==> src/hw/rtl/tss_pkg.sv <==
// shared types and constants of the thread slot scheduler
package tss_pkg;

   localparam int FUNC_W       = 2;
   localparam int PRIO_IN_W    = 8;
   localparam int STATUS_W     = 3;
   localparam int SLOT_FIELD_W = 4;
   localparam int ID_W         = 16;
   localparam int POLICY_W     = 2;

   typedef logic [FUNC_W-1:0]   func_type;
   typedef logic [STATUS_W-1:0] status_type;
   typedef logic [POLICY_W-1:0] policy_type;
   typedef logic [1:0]          slot_state_type;
   typedef logic [ID_W-1:0]     ident_type;

   // request operations
   localparam func_type FUNC_CREATE  = 2'd0;
   localparam func_type FUNC_SCHED   = 2'd1;
   localparam func_type FUNC_YIELD   = 2'd2;
   localparam func_type FUNC_DESTROY = 2'd3;

   // response status codes
   localparam status_type RES_OK     = 3'd0;
   localparam status_type RES_FULL   = 3'd1;
   localparam status_type RES_NONE   = 3'd2;
   localparam status_type RES_NOTRUN = 3'd3;
   localparam status_type RES_IDS    = 3'd4;

   // slot states
   localparam slot_state_type SLOT_FREE  = 2'd0;
   localparam slot_state_type SLOT_RUN   = 2'd1;
   localparam slot_state_type SLOT_YIELD = 2'd2;

   // scheduling policies, the unused code acts as round robin
   localparam policy_type POL_RR   = 2'd0;
   localparam policy_type POL_PRIO = 2'd1;
   localparam policy_type POL_FCFS = 2'd2;

   localparam ident_type ID_MAX = 16'hFFFF;

   // control of the shared compare unit
   typedef struct packed {
      logic       clear;
      logic       valid;
      logic       last_only;
      policy_type policy;
   } pick_ctl_type;

   // write controls of the slot table
   typedef struct packed {
      logic           stat_we;
      logic           mem_we;
      slot_state_type stat_val;
   } store_wr_type;

endpackage

==> src/hw/rtl/tss_req_if.sv <==
// request channel of the thread slot scheduler
interface tss_req_if;
   import tss_pkg::*;

   logic                 valid;
   logic                 ready;
   func_type             func;
   logic [PRIO_IN_W-1:0] new_priority;

   modport source (output valid, func, new_priority, input ready);
   modport sink (input valid, func, new_priority, output ready);
endinterface

==> src/hw/rtl/tss_rsp_if.sv <==
// response channel of the thread slot scheduler
interface tss_rsp_if;
   import tss_pkg::*;

   logic                    valid;
   logic                    ready;
   status_type              status;
   logic [SLOT_FIELD_W-1:0] slot;
   ident_type               tid;

   modport source (output valid, status, slot, tid, input ready);
   modport sink (input valid, status, slot, tid, output ready);
endinterface

==> src/hw/rtl/thread_slot_scheduler.sv <==
// thread slot scheduler top level: sequencer, response register and csr
//
//   channel   | direction | handshake       | payload
//   req_chan  | in        | valid / ready   | func, new_priority
//   rsp_chan  | out       | valid / ready   | status, slot, tid
//   csr       | in        | csr_we          | csr_wdata (scheduling policy)
//
// one request at a time; the slot table is walked one slot per cycle
// create walks from slot 0 up to the first free slot
// schedule walks every slot, through the id/priority memory
// yield and destroy go straight to the response when no thread is running
// reset is synchronous; all slots come up free, no clearing pass needed
// the response sits in an output register, so a stalled rsp_chan only
// holds the next response back, not the next request
module thread_slot_scheduler #(
   parameter int SLOTS     = 16,
   parameter int PRIO_BITS = 8
) (
   input  logic                clock,
   input  logic                reset,
   tss_req_if.sink             req_chan,
   tss_rsp_if.source           rsp_chan,
   input  logic                csr_we,
   input  tss_pkg::policy_type csr_wdata
);
   import tss_pkg::*;

   localparam int SLOT_W = $clog2(SLOTS);
   localparam logic [SLOT_W-1:0] LAST_IDX = SLOT_W'(SLOTS - 1);

   // sequencer states
   localparam logic [2:0] ST_IDLE       = 3'd0;
   localparam logic [2:0] ST_FREE_SCAN  = 3'd1;
   localparam logic [2:0] ST_PICK_SCAN  = 3'd2;
   localparam logic [2:0] ST_PICK_DRAIN = 3'd3;
   localparam logic [2:0] ST_PICK_DONE  = 3'd4;
   localparam logic [2:0] ST_REL_ADDR   = 3'd5;
   localparam logic [2:0] ST_REL_DONE   = 3'd6;
   localparam logic [2:0] ST_RESP       = 3'd7;

   // control state
   logic [2:0]        state_ff, state_in;
   logic [SLOT_W-1:0] last_slot_ff, last_slot_in;
   logic              running_ff, running_in;
   ident_type         id_counter_ff, id_counter_in;
   policy_type        policy_ff, policy_in;
   logic              cand_v_ff, cand_v_in;
   logic              rsp_valid_ff, rsp_valid_in;

   // request payload and scan position
   func_type             op_ff, op_in;
   logic [PRIO_BITS-1:0] prio_ff, prio_in;
   logic [SLOT_W-1:0]    idx_ff, idx_in;
   logic [SLOT_W-1:0]    steps_ff, steps_in;

   // candidate stage aligned with the memory read
   logic              cand_elig_ff, cand_elig_in;
   logic              cand_last_ff, cand_last_in;
   logic [SLOT_W-1:0] cand_slot_ff, cand_slot_in;

   // pending result and response register
   status_type              res_status_ff, res_status_in;
   logic [SLOT_W-1:0]       res_slot_ff, res_slot_in;
   ident_type               res_id_ff, res_id_in;
   status_type              rsp_status_ff, rsp_status_in;
   logic [SLOT_FIELD_W-1:0] rsp_slot_ff, rsp_slot_in;
   ident_type               rsp_id_ff, rsp_id_in;

   logic                          req_fire;
   logic                          rsp_load;
   logic                          rd_elig;
   logic [SLOT_W-1:0]             idx_wrap;
   logic [SLOT_W-1:0]             last_wrap;
   ident_type                     id_plus;
   logic [PRIO_BITS+PRIO_IN_W-1:0] prio_ext;
   logic [SLOT_W+SLOT_FIELD_W-1:0] slot_ext;

   slot_state_type       rd_state;
   ident_type            rd_ident;
   logic [PRIO_BITS-1:0] rd_prio;
   store_wr_type         wr;
   logic [SLOT_W-1:0]    wr_addr;
   pick_ctl_type         pick_ctl;
   logic                 have_best;
   logic [SLOT_W-1:0]    best_slot;
   ident_type            best_ident;

   // ---------------------------------------------------------------
   // slot table and shared compare unit
   // ---------------------------------------------------------------
   tss_slot_store #(
      .SLOTS     (SLOTS),
      .PRIO_BITS (PRIO_BITS)
   ) u_store (
      .clock    (clock),
      .reset    (reset),
      .rd_addr  (idx_ff),
      .rd_state (rd_state),
      .rd_ident (rd_ident),
      .rd_prio  (rd_prio),
      .wr       (wr),
      .wr_addr  (wr_addr),
      .wr_ident (id_plus),
      .wr_prio  (prio_ff)
   );

   tss_pick_unit #(
      .SLOT_W    (SLOT_W),
      .PRIO_BITS (PRIO_BITS)
   ) u_pick (
      .clock      (clock),
      .reset      (reset),
      .ctl        (pick_ctl),
      .cand_elig  (cand_elig_ff),
      .cand_slot  (cand_slot_ff),
      .cand_prio  (rd_prio),
      .cand_ident (rd_ident),
      .have_best  (have_best),
      .best_slot  (best_slot),
      .best_ident (best_ident)
   );

   // ---------------------------------------------------------------
   // handshakes and small helpers
   // ---------------------------------------------------------------
   assign req_chan.ready = (state_ff == ST_IDLE);
   assign req_fire       = req_chan.valid & req_chan.ready;
   assign rsp_load       = (state_ff == ST_RESP) && (!rsp_valid_ff || rsp_chan.ready);

   assign rd_elig   = (rd_state == SLOT_RUN) || (rd_state == SLOT_YIELD);
   assign idx_wrap  = (idx_ff == LAST_IDX) ? '0 : idx_ff + 1'b1;
   assign last_wrap = (last_slot_ff == LAST_IDX) ? '0 : last_slot_ff + 1'b1;
   assign id_plus   = id_counter_ff + 1'b1;

   // priority keeps its low PRIO_BITS bits, zero-extended when wider
   assign prio_ext = {{PRIO_BITS{1'b0}}, req_chan.new_priority};
   // response slot field holds the low bits of the slot number
   assign slot_ext = {{SLOT_FIELD_W{1'b0}}, res_slot_ff};

   // compare unit is cleared when a request comes in, fed during the scan
   assign pick_ctl = '{clear:     req_fire,
                       valid:     cand_v_ff,
                       last_only: cand_last_ff,
                       policy:    policy_ff};

   assign policy_in = csr_we ? csr_wdata : policy_ff;

   // ---------------------------------------------------------------
   // sequencer
   // ---------------------------------------------------------------
   always_comb begin
      state_in      = state_ff;
      last_slot_in  = last_slot_ff;
      running_in    = running_ff;
      id_counter_in = id_counter_ff;
      op_in         = op_ff;
      prio_in       = prio_ff;
      idx_in        = idx_ff;
      steps_in      = steps_ff;
      cand_v_in     = 1'b0;
      cand_elig_in  = rd_elig;
      cand_last_in  = (idx_ff == last_slot_ff);
      cand_slot_in  = idx_ff;
      res_status_in = res_status_ff;
      res_slot_in   = res_slot_ff;
      res_id_in     = res_id_ff;
      wr            = '0;
      wr_addr       = idx_ff;

      // response register drains independently of the sequencer
      rsp_valid_in  = rsp_valid_ff && !rsp_chan.ready;
      rsp_status_in = rsp_status_ff;
      rsp_slot_in   = rsp_slot_ff;
      rsp_id_in     = rsp_id_ff;

      unique case (state_ff)
         ST_IDLE: begin
            if (req_fire) begin
               op_in    = req_chan.func;
               prio_in  = prio_ext[PRIO_BITS-1:0];
               steps_in = '0;
               unique case (req_chan.func)
                  FUNC_CREATE: begin
                     idx_in   = '0;
                     state_in = ST_FREE_SCAN;
                  end
                  FUNC_SCHED: begin
                     // walk starts just after the slot that ran last
                     idx_in   = last_wrap;
                     state_in = ST_PICK_SCAN;
                  end
                  FUNC_YIELD, FUNC_DESTROY: begin
                     if (running_ff) begin
                        idx_in   = last_slot_ff;
                        state_in = ST_REL_ADDR;
                     end else begin
                        res_status_in = RES_NOTRUN;
                        res_slot_in   = '0;
                        res_id_in     = '0;
                        state_in      = ST_RESP;
                     end
                  end
               endcase
            end
         end

         ST_FREE_SCAN: begin
            // lowest free slot wins; full table checked before id exhaustion
            if (rd_state == SLOT_FREE) begin
               if (id_counter_ff == ID_MAX) begin
                  res_status_in = RES_IDS;
                  res_slot_in   = '0;
                  res_id_in     = '0;
               end else begin
                  wr.stat_we    = 1'b1;
                  wr.mem_we     = 1'b1;
                  wr.stat_val   = SLOT_RUN;
                  id_counter_in = id_plus;
                  res_status_in = RES_OK;
                  res_slot_in   = idx_ff;
                  res_id_in     = id_plus;
               end
               state_in = ST_RESP;
            end else if (idx_ff == LAST_IDX) begin
               res_status_in = RES_FULL;
               res_slot_in   = '0;
               res_id_in     = '0;
               state_in      = ST_RESP;
            end else begin
               idx_in = idx_ff + 1'b1;
            end
         end

         ST_PICK_SCAN: begin
            // one slot per cycle; the last one visited is last_slot itself
            cand_v_in = 1'b1;
            idx_in    = idx_wrap;
            steps_in  = steps_ff + 1'b1;
            if (steps_ff == LAST_IDX) begin
               state_in = ST_PICK_DRAIN;
            end
         end

         ST_PICK_DRAIN: begin
            // final candidate is being compared
            state_in = ST_PICK_DONE;
         end

         ST_PICK_DONE: begin
            if (have_best) begin
               wr.stat_we    = 1'b1;
               wr.stat_val   = SLOT_RUN;
               wr_addr       = best_slot;
               last_slot_in  = best_slot;
               running_in    = 1'b1;
               res_status_in = RES_OK;
               res_slot_in   = best_slot;
               res_id_in     = best_ident;
            end else begin
               res_status_in = RES_NONE;
               res_slot_in   = '0;
               res_id_in     = '0;
            end
            state_in = ST_RESP;
         end

         ST_REL_ADDR: begin
            // id of the running slot is on its way out of the memory
            state_in = ST_REL_DONE;
         end

         ST_REL_DONE: begin
            wr.stat_we    = 1'b1;
            wr.stat_val   = (op_ff == FUNC_YIELD) ? SLOT_YIELD : SLOT_FREE;
            running_in    = 1'b0;
            res_status_in = RES_OK;
            res_slot_in   = idx_ff;
            res_id_in     = rd_ident;
            state_in      = ST_RESP;
         end

         ST_RESP: begin
            if (rsp_load) begin
               rsp_valid_in  = 1'b1;
               rsp_status_in = res_status_ff;
               rsp_slot_in   = slot_ext[SLOT_FIELD_W-1:0];
               rsp_id_in     = res_id_ff;
               state_in      = ST_IDLE;
            end
         end
      endcase
   end

   // control registers
   always_ff @(posedge clock) begin
      if (reset) begin
         state_ff      <= ST_IDLE;
         last_slot_ff  <= LAST_IDX;
         running_ff    <= 1'b0;
         id_counter_ff <= '0;
         policy_ff     <= POL_RR;
         cand_v_ff     <= 1'b0;
         rsp_valid_ff  <= 1'b0;
      end else begin
         state_ff      <= state_in;
         last_slot_ff  <= last_slot_in;
         running_ff    <= running_in;
         id_counter_ff <= id_counter_in;
         policy_ff     <= policy_in;
         cand_v_ff     <= cand_v_in;
         rsp_valid_ff  <= rsp_valid_in;
      end
   end

   // payload registers
   always_ff @(posedge clock) begin
      op_ff         <= op_in;
      prio_ff       <= prio_in;
      idx_ff        <= idx_in;
      steps_ff      <= steps_in;
      cand_elig_ff  <= cand_elig_in;
      cand_last_ff  <= cand_last_in;
      cand_slot_ff  <= cand_slot_in;
      res_status_ff <= res_status_in;
      res_slot_ff   <= res_slot_in;
      res_id_ff     <= res_id_in;
      rsp_status_ff <= rsp_status_in;
      rsp_slot_ff   <= rsp_slot_in;
      rsp_id_ff     <= rsp_id_in;
   end

   assign rsp_chan.valid  = rsp_valid_ff;
   assign rsp_chan.status = rsp_status_ff;
   assign rsp_chan.slot   = rsp_slot_ff;
   assign rsp_chan.tid    = rsp_id_ff;

`ifndef NO_ASSERTIONS
   // a request always starts work, the sequencer never stays idle
   a_req_starts: assert property (@(posedge clock) disable iff (reset)
      req_fire |=> (state_ff != ST_IDLE))
      else $error("request accepted but sequencer idle");

   // ids only move while creating
   a_id_stable: assert property (@(posedge clock) disable iff (reset)
      (state_ff != ST_FREE_SCAN) |=> $stable(id_counter_ff))
      else $error("id counter moved outside create");

   // a successful schedule makes the picked slot the running one
   a_sched_runs: assert property (@(posedge clock) disable iff (reset)
      (state_ff == ST_PICK_DONE) && have_best
      |=> running_ff && (last_slot_ff == $past(best_slot)))
      else $error("scheduled slot not running");

   // failed requests carry no slot and no id
   a_err_zero: assert property (@(posedge clock) disable iff (reset)
      rsp_valid_ff && (rsp_status_ff != RES_OK)
      |-> (rsp_slot_ff == '0) && (rsp_id_ff == '0))
      else $error("error response with slot or id");
`endif

endmodule

==> src/hw/rtl/tss_slot_store.sv <==
// slot table: state flops plus id and priority memory
module tss_slot_store #(
   parameter int SLOTS     = 16,
   parameter int PRIO_BITS = 8
) (
   input  logic                          clock,
   input  logic                          reset,
   input  logic [$clog2(SLOTS)-1:0]      rd_addr,
   output tss_pkg::slot_state_type       rd_state,
   output tss_pkg::ident_type            rd_ident,
   output logic [PRIO_BITS-1:0]          rd_prio,
   input  tss_pkg::store_wr_type         wr,
   input  logic [$clog2(SLOTS)-1:0]      wr_addr,
   input  tss_pkg::ident_type            wr_ident,
   input  logic [PRIO_BITS-1:0]          wr_prio
);
   import tss_pkg::*;

   slot_state_type       slot_state_ff [SLOTS];
   slot_state_type       slot_state_in [SLOTS];
   ident_type            ident_ram_ff  [SLOTS];
   logic [PRIO_BITS-1:0] prio_ram_ff   [SLOTS];
   ident_type            rd_ident_ff;
   logic [PRIO_BITS-1:0] rd_prio_ff;

   always_comb begin
      slot_state_in = slot_state_ff;
      if (wr.stat_we) begin
         slot_state_in[wr_addr] = wr.stat_val;
      end
   end

   always_ff @(posedge clock) begin
      if (reset) begin
         for (int i = 0; i < SLOTS; i++) begin
            slot_state_ff[i] <= SLOT_FREE;
         end
      end else begin
         slot_state_ff <= slot_state_in;
      end
   end

   // id and priority are read every cycle; they are only used for slots in use
   always_ff @(posedge clock) begin
      if (wr.mem_we) begin
         ident_ram_ff[wr_addr] <= wr_ident;
         prio_ram_ff[wr_addr]  <= wr_prio;
      end
      rd_ident_ff <= ident_ram_ff[rd_addr];
      rd_prio_ff  <= prio_ram_ff[rd_addr];
   end

   assign rd_state = slot_state_ff[rd_addr];
   assign rd_ident = rd_ident_ff;
   assign rd_prio  = rd_prio_ff;

endmodule

==> src/hw/rtl/tss_pick_unit.sv <==
// shared compare unit that keeps the best candidate of a scan
module tss_pick_unit #(
   parameter int SLOT_W    = 4,
   parameter int PRIO_BITS = 8
) (
   input  logic                 clock,
   input  logic                 reset,
   input  tss_pkg::pick_ctl_type ctl,
   input  logic                 cand_elig,
   input  logic [SLOT_W-1:0]    cand_slot,
   input  logic [PRIO_BITS-1:0] cand_prio,
   input  tss_pkg::ident_type   cand_ident,
   output logic                 have_best,
   output logic [SLOT_W-1:0]    best_slot,
   output tss_pkg::ident_type   best_ident
);
   import tss_pkg::*;

   logic                 have_ff;
   logic                 have_in;
   logic [SLOT_W-1:0]    best_slot_ff;
   logic [SLOT_W-1:0]    best_slot_in;
   logic [PRIO_BITS-1:0] best_prio_ff;
   logic [PRIO_BITS-1:0] best_prio_in;
   ident_type            best_ident_ff;
   ident_type            best_ident_in;
   logic                 better;
   logic                 take;

   always_comb begin
      unique case (ctl.policy)
         POL_PRIO: better = cand_prio > best_prio_ff;
         POL_FCFS: better = cand_ident < best_ident_ff;
         default:  better = 1'b0;
      endcase
      // the slot that ran last only counts when nothing else qualified
      take = ctl.valid && cand_elig && (!have_ff || (!ctl.last_only && better));

      have_in       = have_ff;
      best_slot_in  = best_slot_ff;
      best_prio_in  = best_prio_ff;
      best_ident_in = best_ident_ff;
      if (ctl.clear) begin
         have_in = 1'b0;
      end else if (take) begin
         have_in       = 1'b1;
         best_slot_in  = cand_slot;
         best_prio_in  = cand_prio;
         best_ident_in = cand_ident;
      end
   end

   always_ff @(posedge clock) begin
      if (reset) begin
         have_ff <= 1'b0;
      end else begin
         have_ff <= have_in;
      end
   end

   always_ff @(posedge clock) begin
      best_slot_ff  <= best_slot_in;
      best_prio_ff  <= best_prio_in;
      best_ident_ff <= best_ident_in;
   end

   assign have_best  = have_ff;
   assign best_slot  = best_slot_ff;
   assign best_ident = best_ident_ff;

endmodule
==> src/flat_wrapper.sv <==
// flat-port wrapper written by rule: the top's interface ports become plain ports
module thread_slot_scheduler_flat import tss_pkg::*;
#(
   parameter int SLOTS     = 16,
   parameter int PRIO_BITS = 8
)
  (clock, reset, csr_we, csr_wdata, req_chan_valid, req_chan_func, req_chan_new_priority, req_chan_ready, rsp_chan_valid, rsp_chan_status, rsp_chan_slot, rsp_chan_tid, rsp_chan_ready);
  tss_req_if req_chan_i ();
  tss_rsp_if rsp_chan_i ();
  input  logic clock;
  input  logic reset;
  input  logic csr_we;
  input  tss_pkg::policy_type csr_wdata;
  input wire logic [$bits(req_chan_i.valid)-1:0] req_chan_valid;
  input wire logic [$bits(req_chan_i.func)-1:0] req_chan_func;
  input wire logic [$bits(req_chan_i.new_priority)-1:0] req_chan_new_priority;
  output wire logic [$bits(req_chan_i.ready)-1:0] req_chan_ready;
  output wire logic [$bits(rsp_chan_i.valid)-1:0] rsp_chan_valid;
  output wire logic [$bits(rsp_chan_i.status)-1:0] rsp_chan_status;
  output wire logic [$bits(rsp_chan_i.slot)-1:0] rsp_chan_slot;
  output wire logic [$bits(rsp_chan_i.tid)-1:0] rsp_chan_tid;
  input wire logic [$bits(rsp_chan_i.ready)-1:0] rsp_chan_ready;
  assign req_chan_i.valid = req_chan_valid;
  assign req_chan_i.func = req_chan_func;
  assign req_chan_i.new_priority = req_chan_new_priority;
  assign req_chan_ready = req_chan_i.ready;
  assign rsp_chan_valid = rsp_chan_i.valid;
  assign rsp_chan_status = rsp_chan_i.status;
  assign rsp_chan_slot = rsp_chan_i.slot;
  assign rsp_chan_tid = rsp_chan_i.tid;
  assign rsp_chan_i.ready = rsp_chan_ready;
  thread_slot_scheduler #(.SLOTS(SLOTS), .PRIO_BITS(PRIO_BITS)) u_core (.clock(clock), .reset(reset), .req_chan(req_chan_i), .rsp_chan(rsp_chan_i), .csr_we(csr_we), .csr_wdata(csr_wdata));
endmodule
==> config.mk <==
export PLATFORM = sky130hd
export DESIGN_NAME = thread_slot_scheduler_flat
export DESIGN_NICKNAME = d
export VERILOG_FILES = /design/src/hw/rtl/tss_pkg.sv /design/src/hw/rtl/tss_req_if.sv /design/src/hw/rtl/tss_rsp_if.sv /design/src/hw/rtl/thread_slot_scheduler.sv /design/src/hw/rtl/tss_slot_store.sv /design/src/hw/rtl/tss_pick_unit.sv /design/src/flat_wrapper.sv
export SDC_FILE = /design/constraint.sdc
export NUM_CORES = 1
export LEC_CHECK = 0
export BUFFER_PORTS_ARGS = -buffer_cell sky130_fd_sc_hd__clkbuf_2
export CAP_MARGIN = 20
export CELL_PAD_IN_SITES_DETAIL_PLACEMENT = 1
export CELL_PAD_IN_SITES_GLOBAL_PLACEMENT = 2
export CORE_ASPECT_RATIO = 1.25
export CORE_MARGIN = 3
export CORE_UTILIZATION = 45
export DETAILED_ROUTE_END_ITERATION = 8
export GPL_TIMING_DRIVEN = 0
export PLACE_DENSITY = 0.81
export SKIP_CTS_REPAIR_TIMING = 1
export SLEW_MARGIN = 10
export SYNTH_ARGS = -nofsm -noshare
export SYNTH_HDL_FRONTEND = slang
export SYNTH_SLANG_ARGS = --single-unit
==> constraint.sdc <==
create_clock -name clock -period 11.7 [get_ports clock]
set_input_delay 0.585 -clock clock [delete_from_list [all_inputs] [get_ports clock]]
set_output_delay 0.585 -clock clock [all_outputs]
set_load 0.01 [all_outputs]
==> results of run 1 <==
-- report_power, final --
group / leakage [nW] / switching (W) / internal [W] / total [W]
logic: 2.87 / 0.000777 / 0.000554 / 0.00133
registers: 5.10 / 0.000112 / 0.00246 / 0.00258
clock network: 0.878 / 0.000758 / 0.00102 / 0.00178
total: 8.85 / 0.00165 / 0.00404 / 0.00569
-- layer usage --
layer | wire [um] | GRT usage
met5 | 0 | 0
met4 | 1910 | 0.0726
met3 | 2420 | 0.0236
met2 | 31000 | 0.399
met1 | 22500 | 0.279
-- metrics by stage --
stage / total power [W] / area (um2) / setup slack, ns
3_5_place_dp: 0.00395 / 24300 / 6.21
4_1_cts: 0.00573 / 26100 / 6.15
3_3_place_gp: 0.00383 / 23600 / 4.73
6_report: 0.00569 / 26100 / 6.45
5_1_grt: 0.00591 / 26100 / 6.24
2_1_floorplan: 0.00343 / 22600 / 7.39
-- kinds of logic (layout without fill, tap and decap cells) --
family / after synthesis / in the layout
DFF: 567 / 567
and+or+nand+nor: 216 / 216
AOI/OAI and AO/OA: 188 / 188
muxes: 132 / 132
buffers and inverters: 109 / 280
adders and majority gates: 30 / 30
xor gates and xnor gates: 30 / 30
-- state kept, by name (all words and copies together), names as in the netlist, 2 cells and up --
| name | count |
|---|---|
| u_core.u_store.ident_ram_ff | 256 |
| u_core.op_ff | 2 |
| u_core.u_store.slot_state_ff | 32 |
| u_core.state_ff | 3 |
| u_core.u_pick.best_ident | 16 |
| u_core.last_slot_ff | 4 |
| u_core.res_status_ff | 3 |
| u_core.id_counter_ff | 16 |
| u_core.u_store.rd_ident | 16 |
| u_core.rsp_chan.slot | 4 |
| u_core.u_pick.best_slot | 4 |
| u_core.rsp_chan.status | 3 |
| u_core.res_slot_ff | 4 |
| u_core.u_store.rd_prio | 8 |
| u_core.cand_slot_in | 4 |
| u_core.rsp_chan.tid | 16 |
| u_core.u_store.prio_ram_ff | 128 |
| u_core.prio_ff | 8 |
| u_core.steps_ff | 4 |
| u_core.u_pick.best_prio_ff | 8 |
| u_core.res_id_ff | 16 |
| u_core.cand_slot_ff | 4 |
| u_core.policy_ff | 2 |
-- cells in the mapped netlist (16+ instances only) --
master,number
edfxtp_1,476
mux4_2,130
dfxtp_1,91
nor2_1,67
a21oi_1,51
inv_1,38
nand2_1,38
clkbuf_1,32
ha_1,30
o21ai_0,27
nor2b_1,24
buf_2,20
nor3_1,17
a221o_1,16
o21bai_1,16
xnor2_1,16
-- cell type report --
type                    instances  area, um2
plain buffers                  71        305
clock buffers                  65       1410
clock inverters                35        390
fillers                      4545      23300
inverters                      38        143
multi-input cells             596       6190
flip-flops and latches        567      16100
well taps                     651        815
repair buffers                 71        762
-- path summary, 6_finish.rpt --
path                       startpoint                           endpoint  slack, ns  cells past startpoint
min reg2reg    u_core.cand_slot_in[3]             u_core.cand_slot_ff[3]       0.37                      0
min          req_chan_new_priority[3]                  u_core.prio_ff[3]       0.17                      1
max reg2reg    u_core.cand_slot_in[0]  u_core.u_store.ident_ram_ff[9][5]       6.45                     14
max            u_core.cand_slot_in[0]  u_core.u_store.ident_ram_ff[9][5]       6.45                     14
==> results.cfg, run 1 <==
[flow_run]
maxCapViolCount = 0

[finish]
area_delta_synth_final_pct = 15.9
final_core_util = 0.529
diodes = 0
nets = 1445
final_cell_mix = edfxtp_1, mux4_2, dfxtp_1
final_common_cell = edfxtp_1
stdcell_count = 2094
drive_gt1_frac = 0.240

[yosys]
ys_warn_count = 0
synth_compound_area_frac = 0.0566
ys_types = 58
synth_xor_area_frac = 0.0117
synthAdderAreaFrac = 0.0166
syn_area_per_cell_um2 = 17.7
yosys-top-cells-area = edfxtp_1, mux4_2, dfxtp_1
synth_edf_count = 476
synthArstFlopShare = 0
syn_nets = 1319
synthMuxAreaShare = 0.131
ys_ff_latch = 567
syn-cell-area_um2 = 22600
synth_top_area_share = 0.634
synth_top_family_by_area = multiplexers
ys.flop_type = edfxtp_1
synth-simple-area-share = 0.0499
yosysSeqAreaShare = 0.715
synth_top_cell_by_area = edfxtp_1
syn_inst = 1272

[setup_path]
cp_cell_sequence = buf_2 > buf_2 > clkbuf_1 > mux4_2 > mux4_2 > inv_1 > ha_1 > nand3_2 > a21o_1 > buf_2 > clkbuf_1 > buf_8 > nor2_4 > buf_16
worstPathRequired_ns = 11.99
path_max_fanout = 14
critical_path_arrival_ns = 5.54
worst-path-buf-inv = 8
critPathKind = flop to flop
path_delay_family = buffers and inverters
cp_common_cell = buf_2
max_stage_delay_ns = 0.63
start_kind = flop
slowest_stage = clkbuf_1
crit_path_end_kind = flop

[clock_network]
clk_latency_ns = 0.60
cts_max_level = 2
cts_tree = yes
clock_sinks = 567
cts_buffers = 53
root_buffer = clkbuf_16
path_clk_slew_ns = 0.06
clockBufferDepth = 3

[route]
vias_per_cell = 5.86
dr.pass1.iters = 5
ant_nets = 0
drcViolationCount = 0
detail_route.wl_per_cell_um = 27.6
drt_iter0_markers = 1004
vias = 12269
routed_wl_um = 57800

[floorplanning]
fp.dieH_um = 256
dieArea_um2 = 52900
initial_utilization = 0.456
core_um2 = 49400
die_x_um = 206
ios = 42
rows = 91

[timing]
finalHoldViolCount = 0
relSlewSlack = 0.271
period_minus_slack_ns = 5.25
hold_slack_ns = 0.173
finalSetupTns_ns = 0
fin_crit_sh = 0.448
skew_ns = 0.0236
tightest_slew_ns = 1.09
setup_viol = 0
rsz0062_at_grt = no
max_freq_mhz = 191
slew_violations = 0

[placement]
place_hpwl_um = 39500
dp.cells = 1991
portBuffers = 40
routabilityCongestion = 0.840

[global_routing]
antenna_found_initial = 0
grt_usage = 0.221
grt_pass1_wl_um = 86000
grt-ovfl-total = 0
grt_max_degree = 21
grt_pass1_vias = 13193

[pwr]
ir_drop_v = 0.0000998
p_leak_nw = 8.85
powerDensity_nw_per_um2 = 218

[worst_hold_path]
min_path_type = input port to flop

[status]
outcome = finished clean
No activity file was read; power rests on OpenSTA's default activity.
==> run 2: changes to the inputs <==
--- a/config.mk
+++ b/config.mk
@@ -5,16 +5,17 @@
 export SDC_FILE = /design/constraint.sdc
 export NUM_CORES = 1
 export LEC_CHECK = 0
+export ABC_AREA = 1
 export BUFFER_PORTS_ARGS = -buffer_cell sky130_fd_sc_hd__clkbuf_2
 export CAP_MARGIN = 20
 export CELL_PAD_IN_SITES_DETAIL_PLACEMENT = 1
 export CELL_PAD_IN_SITES_GLOBAL_PLACEMENT = 2
 export CORE_ASPECT_RATIO = 1.25
 export CORE_MARGIN = 3
-export CORE_UTILIZATION = 45
+export CORE_UTILIZATION = 44
 export DETAILED_ROUTE_END_ITERATION = 8
 export GPL_TIMING_DRIVEN = 0
-export PLACE_DENSITY = 0.81
+export PLACE_DENSITY = 0.85
 export SKIP_CTS_REPAIR_TIMING = 1
 export SLEW_MARGIN = 10
 export SYNTH_ARGS = -nofsm -noshare
==> constraint.sdc (replaced) <==
create_clock -name clock -period 5.5 [get_ports clock]
set_input_delay 0.275 -clock clock [delete_from_list [all_inputs] [get_ports clock]]
set_output_delay 0.275 -clock clock [all_outputs]
set_load 0.01 [all_outputs]
==> run 2 against run 1 <==
The flow now finishes with violations (hold timing); clock skew down 0.0042 ns; flip-flop and latch count unchanged; total power up 140%; largest power group unchanged; critical path type unchanged.
==> results.cfg, run 2 <==
[status]
outcome = complete, but fails checks
violations = hold timing

[pwr]
p_int_w = 0.00833
clkPwrFrac = 0.267
swShare = 0.396
p_seq_frac = 0.400
ir_drop_v = 0.000292
netSwitchingPower_w = 0.00546
comb_power_share = 0.333
p_leak_nw = 8.95
powerDensity_nw_per_um2 = 529

[yosys]
syn_inst = 1832
synth_top_cell_by_area = edfxtp_1
syn-cell-area_um2 = 22500
syn_area_per_cell_um2 = 12.3
synthArstFlopShare = 0
synth_edf_count = 476
ys_ff_latch = 567
synth_most_common_cell = edfxtp_1
yosysSeqAreaShare = 0.717
syn_nets = 1879
synth_top_area_share = 0.636
ys_types = 37
synth_common_cells = edfxtp_1, nor2_1, o21ai_0
yosys-top-cells-area = edfxtp_1, dfxtp_1, o21ai_0
ys.flop_type = edfxtp_1
ys_warn_count = 0

[clock_network]
cts_buffers = 56
path_clk_slew_ns = 0.06
clock_sinks = 567
cts_max_level = 2
clk_latency_ns = 0.64
root_buffer = clkbuf_16
clockBufferDepth = 3
cts_tree = yes

[timing]
rsz0062_at_grt = yes
tightest_slew_ns = 1.17
slew_violations = 0
finalHoldViolCount = 2
relSlewSlack = 0.221
skew_ns = 0.0194
hold_slack_ns = -0.0370
max_freq_mhz = 185
fin_crit_sh = 0.983
period_minus_slack_ns = 5.41
setup_viol = 0

[placement]
portBuffers = 40
place_hpwl_um = 52200
routabilityCongestion = 0.827

[finish]
largest_register_ffs = 256
final_common_cell = edfxtp_1
final_cell_mix = edfxtp_1, nor2_1, o21ai_0
fill_cells = 5144
nets = 2046
area_delta_synth_final_pct = 16.0
diodes = 0
top_register = u_core.u_store.ident_ram_ff
drive_gt1_frac = 0.119
largestRegisters = u_core.u_store.ident_ram_ff x256, u_core.u_store.prio_ram_ff x128, u_core.u_store.slot_state_ff x32
final_core_util = 0.523

[route]
vias = 16240
drcViolationCount = 0
routed_wl_um = 74400
ant_nets = 0
dr.pass1.iters = 5
vias_per_cell = 6.02
detail_route.wl_per_cell_um = 27.6
drt_iter0_markers = 1797

[setup_path]
critical_path_arrival_ns = 5.75
path_max_fanout = 10
critPathKind = flop to flop
reg2reg_depth = 13
worstPathRequired_ns = 5.84
start_kind = flop
crit_path_end_kind = flop

[global_routing]
grt_pass1_vias = 16836
grt_usage = 0.272
grt_pass1_wl_um = 109000
grt_max_degree = 23
grt-ovfl-total = 0
antenna_found_initial = 2

[worst_hold_path]
min_path_type = input port to flop
min_path_cells = 3

[flow_run]
maxCapViolCount = 0

[floorplanning]
fp.dieH_um = 259
core_um2 = 49900
ios = 42
die_x_um = 208
rows = 91
dieArea_um2 = 53800
initial_utilization = 0.450
## run 2: kinds of logic after synthesis
| kind of cell | count (synthesis) | share of synthesized area |
|---|---|---|
| xor gates and xnor gates | 16 | 0.00624 |
| DFF | 567 | 0.717 |
| buffers and inverters | 191 | 0.0329 |
| AOI/OAI and AO/OA | 463 | 0.125 |
| and+or+nand+nor | 565 | 0.102 |
| adders and majority gates | 30 | 0.0167 |
## run 2: critical path, cell delays in order, from the launching register on
cell and delay (ns):
edfxtp_1 0.53, inv_1 0.30, clkbuf_1 0.62, clkbuf_1 0.70, a21oi_1 0.20, o221ai_1 0.25
nand2_1 0.11, inv_1 0.08, ha_1 0.19, nand3_2 0.31, clkbuf_1 0.40, nor3_2 0.87
buf_4 0.30, buf_4 0.21
## run 2: stage by stage
stage               instance area [um2]  total power [W]  cells  setup TNS (ns)  setup WS (ns)
finish                            26100           0.0138   2698               0         0.0908
global route                      26100           0.0144   2698           -2.94         -0.140
CTS                               25900           0.0138   2686               0          0.147
detailed placement                24200           0.0101   2580               0          0.160
global placement                  23500          0.00981   2523         -939.70          -2.84
floorplan                         22500          0.00795   1832               0           1.30
## run 2: cell type report
type / count / area [um2] / area share
clock buffers: 76 / 1540 / 0.0590
multi-input cells: 1074 / 5780 / 0.222
clock inverters: 30 / 206 / 0.00792
repair buffers: 109 / 866 / 0.0332
inverters: 86 / 323 / 0.0124
well taps: 651 / 815 / 0.0313
plain buffers: 105 / 415 / 0.0159
flip-flops and latches: 567 / 16100 / 0.618
## run 2: layer usage
| metal | vias to the layer above | routed length [um] | share of wire | global-route usage |
|---|---|---|---|---|
| li1 | 7035 | - | - | - |
| met1 | 8280 | 28300 | 0.38 | 0.335 |
| met2 | 709 | 37500 | 0.50 | 0.476 |
| met3 | 216 | 4800 | 0.065 | 0.0346 |
| met4 | 0 | 3760 | 0.051 | 0.130 |
| met5 | - | 0 | 0 | 0 |
## run 2: power by group through the flow
stage / Combinational [W] / Clock (W) / Sequential (W)
CTS: 0.00452 / 0.00372 / 0.00552
detailed placement: 0.00448 / 0 / 0.00561
global placement: 0.00421 / 0 / 0.00559
finish: 0.00459 / 0.00368 / 0.00552
floorplan: 0.00247 / 0 / 0.00549
global route: 0.00492 / 0.00389 / 0.00556
## run 2: final timing paths
check,startpoint,end,slack (ns)
setup / recovery,u_core.cand_slot_in[0],u_core.u_store.prio_ram_ff[13][4],0.09
hold / removal,csr_wdata[0],u_core.policy_ff[0],-0.04
setup reg to reg,u_core.cand_slot_in[0],u_core.u_store.prio_ram_ff[13][4],0.09
hold reg to reg,u_core.cand_slot_in[2],u_core.cand_slot_ff[2],0.39
==> run 3: changes to the inputs <==
--- a/config.mk
+++ b/config.mk
@@ -11,7 +11,6 @@
 export CELL_PAD_IN_SITES_DETAIL_PLACEMENT = 1
 export CELL_PAD_IN_SITES_GLOBAL_PLACEMENT = 2
 export CORE_ASPECT_RATIO = 1.25
-export CORE_MARGIN = 3
 export CORE_UTILIZATION = 44
 export DETAILED_ROUTE_END_ITERATION = 8
 export GPL_TIMING_DRIVEN = 0
==> run 3 against run 2 <==
The flow finishes with violations (setup timing); die area is 3.4% lower; largest power group unchanged; maximum frequency is 1.9% lower; design area is 0.75% higher; hold slack better by 0.095 ns; critical path depth stayed put; flip-flop and latch count stayed put; non-clock buffer count is 4 higher; critical endpoint is now u_core.u_store.prio_ram_ff[11][5]; global-route usage is 1.6 points higher; setup slack worse by 0.11 ns; total power is 2.0% higher; register-to-register slack worse by 0.11 ns.
==> results.cfg, run 3 (synthesis results as in run 2) <==
[finish]
nets = 2050
area.sequential_um2 = 16100
top_register = u_core.u_store.ident_ram_ff
final_common_cell = edfxtp_1
largestRegisters = u_core.u_store.ident_ram_ff x256, u_core.u_store.prio_ram_ff x128, u_core.u_store.slot_state_ff x32
multiInputGateArea_um2 = 5770
design_area_um2 = 26300
final_cell_mix = edfxtp_1, nor2_1, o21ai_0
fill_cells = 5207
drive_gt1_frac = 0.124
area_delta_synth_final_pct = 16.9
largest_register_ffs = 256
stdcell_count = 2709
diodes = 0

[clock_network]
path_clk_slew_ns = 0.07
clock_sinks = 567
cts_max_level = 2
clk_latency_ns = 0.66
clockBufferDepth = 3
root_buffer = clkbuf_16
cts_buffers = 56
cts_tree = yes

[setup_path]
crit_path_end_kind = flop
r2r_slack_ns = -0.02
cp_common_cell = clkbuf_1
endpoint = u_core.u_store.prio_ram_ff[11][5]
r2r-end = u_core.u_store.prio_ram_ff[11][5]
max_stage_delay_ns = 0.89
worst-path-buf-inv = 7
critPathKind = flop to flop
rr_startpoint = u_core.cand_slot_in[0]
crit_start = u_core.cand_slot_in[0]
reg2reg_depth = 13
slowest_stage = nor3_2
crit_cells = 13
start_kind = flop
cp_cell_sequence = inv_1 > clkbuf_1 > clkbuf_1 > a21oi_1 > o221ai_1 > nand2_1 > inv_1 > ha_1 > nand3_2 > clkbuf_1 > nor3_2 > buf_4 > buf_4
critical_path_arrival_ns = 5.88
worstPathRequired_ns = 5.87
path_max_fanout = 10
path_delay_family = buffers and inverters

[worst_hold_path]
holdCritStartpoint = reset
min_path_type = input port to flop

[route]
dr.pass1.iters = 7
ant_nets = 0
vias = 16264
drt_iter0_markers = 1556
drcViolationCount = 0
vias_per_cell = 6.00
routed_wl_um = 74000
detail_route.wl_per_cell_um = 27.3

[floorplanning]
core_um2 = 50400
rows = 92
initial_utilization = 0.446
die_x_um = 204
ios = 42
fp.dieH_um = 255
dieArea_um2 = 52000

[timing]
skew_ns = 0.0376
finalHoldViolCount = 0
slew_violations = 0
tightest_slew_ns = 1.11
finalWorstSetupSlack_ns = -0.0154
setup_viol = 5
fin_crit_sh = 1.00
max_freq_mhz = 181
period_minus_slack_ns = 5.52
rsz0062_at_grt = yes
relSlewSlack = 0.258

[global_routing]
use_met3 = 0.0479
grtUsageMet1 = 0.341
grt_pass1_wl_um = 108000
antenna_found_initial = 2
grt_usage = 0.287
met2_usage = 0.502
busiest_layer = met2
grt_pass1_vias = 17063
grt-ovfl-total = 0
grt_max_degree = 23

[placement]
place_hpwl_um = 52300
portBuffers = 40
place_ws_ns = 0.233
dp.cells = 2588
postPlaceCellArea_um2 = 24200
routabilityCongestion = 0.857

[flow_run]
maxCapViolCount = 0

[pwr]
fin_total_pwr_w = 0.0141
powerDensity_nw_per_um2 = 536
ir_drop_v = 0.000309
p_leak_nw = 9.03

[status]
violations = setup timing
outcome = complete, but fails checks
## run 3: cell types whose count changed in the layout (fill, tap and decap cells not counted), moves of 4 or more
cell	change
bufinv_16	+7
clkbuf_8	-4
clkinvlp_4	+5
clkbuf_1	-4
clkinv_1	-7
## run 3: cell type report
class | instances | area share
Multi-Input combinational cell | 1074 | 0.220
Timing Repair Buffer | 113 | 0.0343
Clock inverter | 39 | 0.0176
Clock buffer | 67 | 0.0549
Tap cell | 658 | 0.0314
Buffer | 105 | 0.0158
Sequential cell | 567 | 0.614
Inverter | 86 | 0.0123
## run 3: through the flow
stage,setup TNS (ns),hold slack [ns],utilization
2_1_floorplan,0,0.346,-
3_3_place_gp,-936.52,0.358,0.466
3_5_place_dp,0,0.364,0.480
4_1_cts,0,-0.230,0.517
5_1_grt,-0.209,0.118,0.521
6_report,-0.0556,0.0583,0.521
## run 3: routing by layer
layer / vias to the layer above / share of wire
li1: 7036 / -
met1: 8247 / 0.37
met2: 753 / 0.51
met3: 226 / 0.071
met4: 2 / 0.051
met5: - / 0.00015
## run 3: worst min path at each step
stage / to / slack (ns) / cells after the start
after floorplan: u_core.cand_slot_ff[2] / 0.35 / 0
final: u_core.state_ff[0] / 0.06 / 2
after global placement: u_core.cand_slot_ff[2] / 0.36 / 0
after CTS: u_core.prio_ff[4] / -0.23 / 1
after global routing: u_core.op_ff[1] / 0.12 / 3
after detailed placement: u_core.cand_slot_ff[2] / 0.36 / 0
## run 3: where the power goes
group	internal (W)	leakage [nW]	switching, W
logic	0.00111	3.00	0.00346
registers	0.00524	5.12	0.000274
clock network	0.00223	0.907	0.00175
